<file path="src/sv/rbs_pkg.sv">
// ----------------------------------------------------------------------------
// rbs_pkg: shared types and constants for the ray/box slab test
// Coordinate format, transaction payloads, register map and lane results.
// ----------------------------------------------------------------------------
`timescale 1ns / 1ps
`default_nettype none

package rbs_pkg;

    // coordinate format (signed fixed point)
    localparam int COORD_WIDTH = 32;
    localparam int FRAC_BITS   = 16;
    localparam int EPS_WIDTH   = 16;
    localparam int DIST_WIDTH  = COORD_WIDTH - 1;
    localparam int NUM_AXES    = 3;

    // largest clamped slab time
    localparam logic signed [COORD_WIDTH-1:0] T_LIMIT = {1'b0, {DIST_WIDTH{1'b1}}};

    // register map, one 32-bit word per register
    typedef enum logic [2:0] {
        REG_MIN_X = 3'd0,
        REG_MIN_Y = 3'd1,
        REG_MIN_Z = 3'd2,
        REG_MAX_X = 3'd3,
        REG_MAX_Y = 3'd4,
        REG_MAX_Z = 3'd5,
        REG_EPS   = 3'd6
    } reg_idx_t;

    // input transaction
    typedef struct packed {
        logic signed [COORD_WIDTH-1:0] origin_x;
        logic signed [COORD_WIDTH-1:0] origin_y;
        logic signed [COORD_WIDTH-1:0] origin_z;
        logic signed [COORD_WIDTH-1:0] direction_x;
        logic signed [COORD_WIDTH-1:0] direction_y;
        logic signed [COORD_WIDTH-1:0] direction_z;
    } ray_t;

    // output transaction
    typedef struct packed {
        logic                  hit;
        logic [DIST_WIDTH-1:0] entry_distance;
        logic                  distance_saturated;
    } result_t;

    // what one axis lane hands to the merge stage
    typedef struct packed {
        logic signed [COORD_WIDTH-1:0] t_min;
        logic signed [COORD_WIDTH-1:0] t_max;
        logic                          par;
        logic                          outside;
        logic                          sat;
    } lane_res_t;

endpackage

`default_nettype wire

</file>
<file path="src/sv/rbs_div.sv">
// ----------------------------------------------------------------------------
// rbs_div: pipelined fixed-point slab divider
// One quotient bit per stage, clamps overflowing quotients to T_LIMIT.
// ----------------------------------------------------------------------------
`timescale 1ns / 1ps
`default_nettype none

module rbs_div (
    input  wire logic                                   clk,
    input  wire logic [rbs_pkg::COORD_WIDTH:0]          num_mag,
    input  wire logic [rbs_pkg::COORD_WIDTH-1:0]        den_mag,
    input  wire logic                                   neg,
    output logic signed [rbs_pkg::COORD_WIDTH-1:0]      t,
    output logic                                        sat
);
    import rbs_pkg::*;

    localparam int CW = COORD_WIDTH;
    localparam int QW = CW - 1;
    localparam int RW = CW + 1;
    localparam int TW = 2 * CW + 1 + FRAC_BITS;

    logic [RW-1:0] rem_reg   [0:QW];
    logic [QW-1:0] low_reg   [0:QW];
    logic [QW-1:0] quo_reg   [0:QW];
    logic [CW-1:0] den_reg   [0:QW];
    logic          neg_reg   [0:QW];
    logic          sat_reg   [0:QW];

    logic [TW-1:0] num_ext;
    logic [TW-1:0] den_ext;
    logic [CW-1:0] res;
    logic signed [CW-1:0] t_next;

    // scaled numerator and overflow check
    assign num_ext = TW'(num_mag) << FRAC_BITS;
    assign den_ext = TW'(den_mag) << QW;

    always_ff @(posedge clk)
    begin
        rem_reg[0] <= num_ext[QW +: RW];
        low_reg[0] <= num_ext[QW-1:0];
        quo_reg[0] <= '0;
        den_reg[0] <= den_mag;
        neg_reg[0] <= neg;
        sat_reg[0] <= (num_ext >= den_ext);
    end

    // one restoring step per stage
    for (genvar k = 0; k < QW; k++) begin : g_step
        logic [RW-1:0] shifted;
        logic          ge;

        assign shifted = {rem_reg[k][RW-2:0], low_reg[k][QW-1]};
        assign ge      = (shifted >= {1'b0, den_reg[k]});

        always_ff @(posedge clk)
        begin
            rem_reg[k+1] <= ge ? (shifted - {1'b0, den_reg[k]}) : shifted;
            low_reg[k+1] <= {low_reg[k][QW-2:0], 1'b0};
            quo_reg[k+1] <= {quo_reg[k][QW-2:0], ge};
            den_reg[k+1] <= den_reg[k];
            neg_reg[k+1] <= neg_reg[k];
            sat_reg[k+1] <= sat_reg[k];
        end
    end

    // clamp and apply sign
    assign res    = sat_reg[QW] ? T_LIMIT : {1'b0, quo_reg[QW]};
    assign t_next = neg_reg[QW] ? -signed'(res) : signed'(res);

    always_ff @(posedge clk)
    begin
        t   <= t_next;
        sat <= sat_reg[QW];
    end

endmodule

`default_nettype wire

</file>
<file path="config.mk">
export PLATFORM = sky130hd
export DESIGN_NAME = rbs_div
export DESIGN_NICKNAME = d
export VERILOG_FILES = /design/src/sv/rbs_pkg.sv /design/src/sv/rbs_div.sv
export SDC_FILE = /design/constraint.sdc
export NUM_CORES = 2
export LEC_CHECK = 0
export BUFFER_PORTS_ARGS = -buffer_cell sky130_fd_sc_hd__buf_2
export CELL_PAD_IN_SITES_DETAIL_PLACEMENT = 0
export CELL_PAD_IN_SITES_GLOBAL_PLACEMENT = 1
export CORE_UTILIZATION = 50
export DETAILED_ROUTE_END_ITERATION = 8
export PLACE_DENSITY_LB_ADDON = 0.15
export SLEW_MARGIN = 40
export SYNTH_ARGS = -nofsm -noshare
export SYNTH_HDL_FRONTEND = slang
export SYNTH_MEMORY_MAX_BITS = 65536
export SYNTH_SLANG_ARGS = --single-unit
</file>
<file path="constraint.sdc">
create_clock -name clk -period 4 [get_ports clk]
set_input_delay 0.6 -clock clk [delete_from_list [all_inputs] [get_ports clk]]
set_output_delay 0.6 -clock clk [all_outputs]
set_load 0.02 [all_outputs]
</file>
==> results.txt <==
status -> finished, final reports clean
Final Critical Period -> 3.83 ns
clk_skew -> 0.0541 ns
Tot Pwr -> 110 mW
Async SR Flop Fraction -> 0
Post-synth EDFFs -> 0
RR Endpoint -> rem_reg[15][26]
non-filler cells, final -> 15,900
most frequent cell after synthesis -> dfxtp_1
Final Hold Fails -> 0
top cells by area, synth -> dfxtp_1 (46%), ha_1 (11%), a21oi_1 (4.3%)
clock sink count -> 2,683
total track usage -> 0.239
total grt overflow -> 0
Setup violations, final -> 0
startpoint types -> flip-flop
Worst slew margin -> 0.386
Mapped Area -> 117,000 um^2
fin crit share -> 0.958
Worst R2R Start -> den_reg[3][65]
Yosys Warn Count -> 0
DP Worst Slack -> 0.0740 ns
number of flip-flops in the largest register -> 992
Clock Path Buffers -> 4
Die H -> 485 um
FF-to-FF setup slack -> 0.17 ns
RSZ-0062 raised after global routing -> false
H-tree depth -> 5
Reg clk slew, reported paths -> 0.06 ns
syn avg cell area -> 9.49 um^2
Hold WC Path Type -> flip-flop to flip-flop
largest net degree at the start of global routing -> 65
Final Cell Area -> 132,000 um^2
Worst Path Arrival -> 4.61 ns
flops & latches, synth -> 2,683
Max rail drop VDD -> 706 uV
antenna violation net count after detailed routing -> 0
HPWL after DPL -> 225 mm
placer congestion estimate -> 0.950
# IOs -> 100
crit end category -> flip-flop
Worst Hold Depth -> 0
Fmax achieved -> 0.261 GHz
Wirelength per Cell -> 18.1 um
fillers -> 20,400
# nets final -> 13,700
actual slew at the worst max-slew pin -> 0.914 ns
maxcap violations -> 0
drt drc -> 0
Die Wd -> 485 um
Inst Count DP -> 15,300
Min-Delay Startpoint -> quo_reg[0][249]
syn_nets -> 13,400
WP data required -> 4.78 ns
port buffer count -> 99
via density per instance -> 5.40
Cells after Synth -> 12,300
total leakage power -> 61.6 nW
Placeable Area -> 233,000 um^2
initial antenna violation count -> 10
Seq/Total Area, Yosys -> 0.460
die area -> 236,000 um^2
num rows -> 177
TNS Setup -> 0 ns
Post-DP Area -> 121,000 um^2
total iterations of the first detailed-routing run -> 6
Yosys cell types -> 106
vias in the first global route -> 82,500
share of the synthesized area in the top cell type -> 0.460
final wirelength -> 288 mm
top post-synthesis cells by count -> dfxtp_1 (2,683), inv_1 (1,221), a21oi_1 (998), ha_1 (997), o21ai_0 (837)
area delta synth->final -> 13.3%
vias post-DR -> 85,900
Max Transition Viols Final -> 0
Pwr Density -> 828 nW/um^2
Setup WS post-layout -> 0.168 ns
layout cells sized above 1 -> 0.0931
clock root cell -> clkbuf_16
total CTS buffers -> 303
worst r2r path cells -> 15
crit path kind -> flip-flop to flip-flop
worst-path fanout max -> 26
Worst-Skew Late Latency -> 0.95 ns
top_reg_cell synth -> dfxtp_1
Synth area leader -> dfxtp_1
CTS tree -> built
DRT iter0 DRCs -> 6,261
Initial Util -> 0.503
first-pass GRT wire length -> 453 mm
Worst Hold Path EP -> quo_reg[0][281]
critical path, cell delays in order, from the launching register on:
cell	delay (ns)
dfxtp_1	0.37
inv_1	0.06
ha_1	0.28
nor2b_1	0.14
o21a_1	0.18
o21ai_0	0.32
a21oi_1	0.20
a221oi_1	0.31
buf_4	0.21
a211o_1	0.19
o21a_1	0.20
nor2_1	0.12
a311oi_1	0.46
o21ai_4	0.13
buf_12	0.20
mux2_2	0.33
stage by stage:
step / hold WS (ns) / util
2_1_floorplan: 0.310 / -
3_5_place_dp: 0.312 / 0.522
3_3_place_gp: 0.310 / 0.522
6_report: 0.284 / 0.570
5_1_grt: 0.249 / 0.570
4_1_cts: 0.213 / 0.569
layout make-up:
type | instances | area [um^2] | area share
Clock inverter | 116 | 1460 | 0.0111
Timing Repair Buffer | 313 | 2620 | 0.0198
Clock buffer | 414 | 8720 | 0.0658
Sequential cell | 2683 | 53700 | 0.406
Antenna cell | 5 | 12.5 | 0.0000945
Tap cell | 3043 | 3810 | 0.0287
Multi-Input combinational cell | 8109 | 57500 | 0.434
Inverter | 1222 | 4590 | 0.0346
per-layer routing:
metal | GRT usage | vias to the layer above | wire length (um)
met5 | 0 | - | 0
li1 | - | 43200 | -
met3 | 0.0377 | 354 | 15600
met4 | 0.0538 | 0 | 4890
met1 | 0.339 | 40400 | 140000
met2 | 0.380 | 1888 | 128000
cells by family after synthesis:
family | after synthesis | share of synthesized area
simple gates | 2610 | 0.106
fa+ha+maj | 1027 | 0.112
xor+xnor | 789 | 0.0591
buf+inv | 1523 | 0.0502
compound gates | 3301 | 0.177
flops | 2683 | 0.460
mux | 382 | 0.0368
where the power goes:
part           switching, mW  total, mW  internal [mW]
combinational           24.9       44.7           19.8
clock                   10.8       28.0           17.2
sequential              3.95       37.0           33.1
total                   39.6        110           70.1
timing repair:
item                                   CTS  global route
setup buffers                            0             7
setup endpoints to repair                0           181
endpoints found under the hold margin   66             0
hold buffers                            66             0
gates resized for setup                  0            12
cells in the final DEF (no fill, tap or decap), types with 47 or more instances in the layout:
cell type      instances
o31ai_1               68
a211oi_1              78
nand2b_1             154
a21o_1               497
inv_1               1221
dlygate4sd3_1         66
buf_4                120
and3_1                81
o21ai_0              836
dfxtp_1             2681
nor3_1               135
clkinv_2              48
mux2_2               341
xnor2_1              454
ha_1                 997
a21oi_1              995
nor2_1               680
buf_2                 99
a31oi_1               89
nand4_1              144
o21a_1               168
clkbuf_16            310
xor2_1               335
clkbuf_1              47
nand3_1              186
nor2b_1              152
o21bai_1             101
clkbuf_8              57
nand2_1              834
worst max path at each step:
stage / cells after the start / endpoint / start / slack [ns]
finish: 15 / rem_reg[15][26] / den_reg[3][65] / 0.17
floorplan: 14 / rem_reg[3][25] / den_reg[0][65] / 0.66
CTS: 16 / rem_reg[13][24] / den_reg[3][1] / 0.06
global placement: 16 / rem_reg[13][24] / den_reg[3][1] / 0.11
global route: 14 / rem_reg[8][2] / den_reg[1][97] / 0.002
detailed placement: 16 / rem_reg[13][24] / den_reg[3][1] / 0.07
Power figures use the tool's default switching activity.
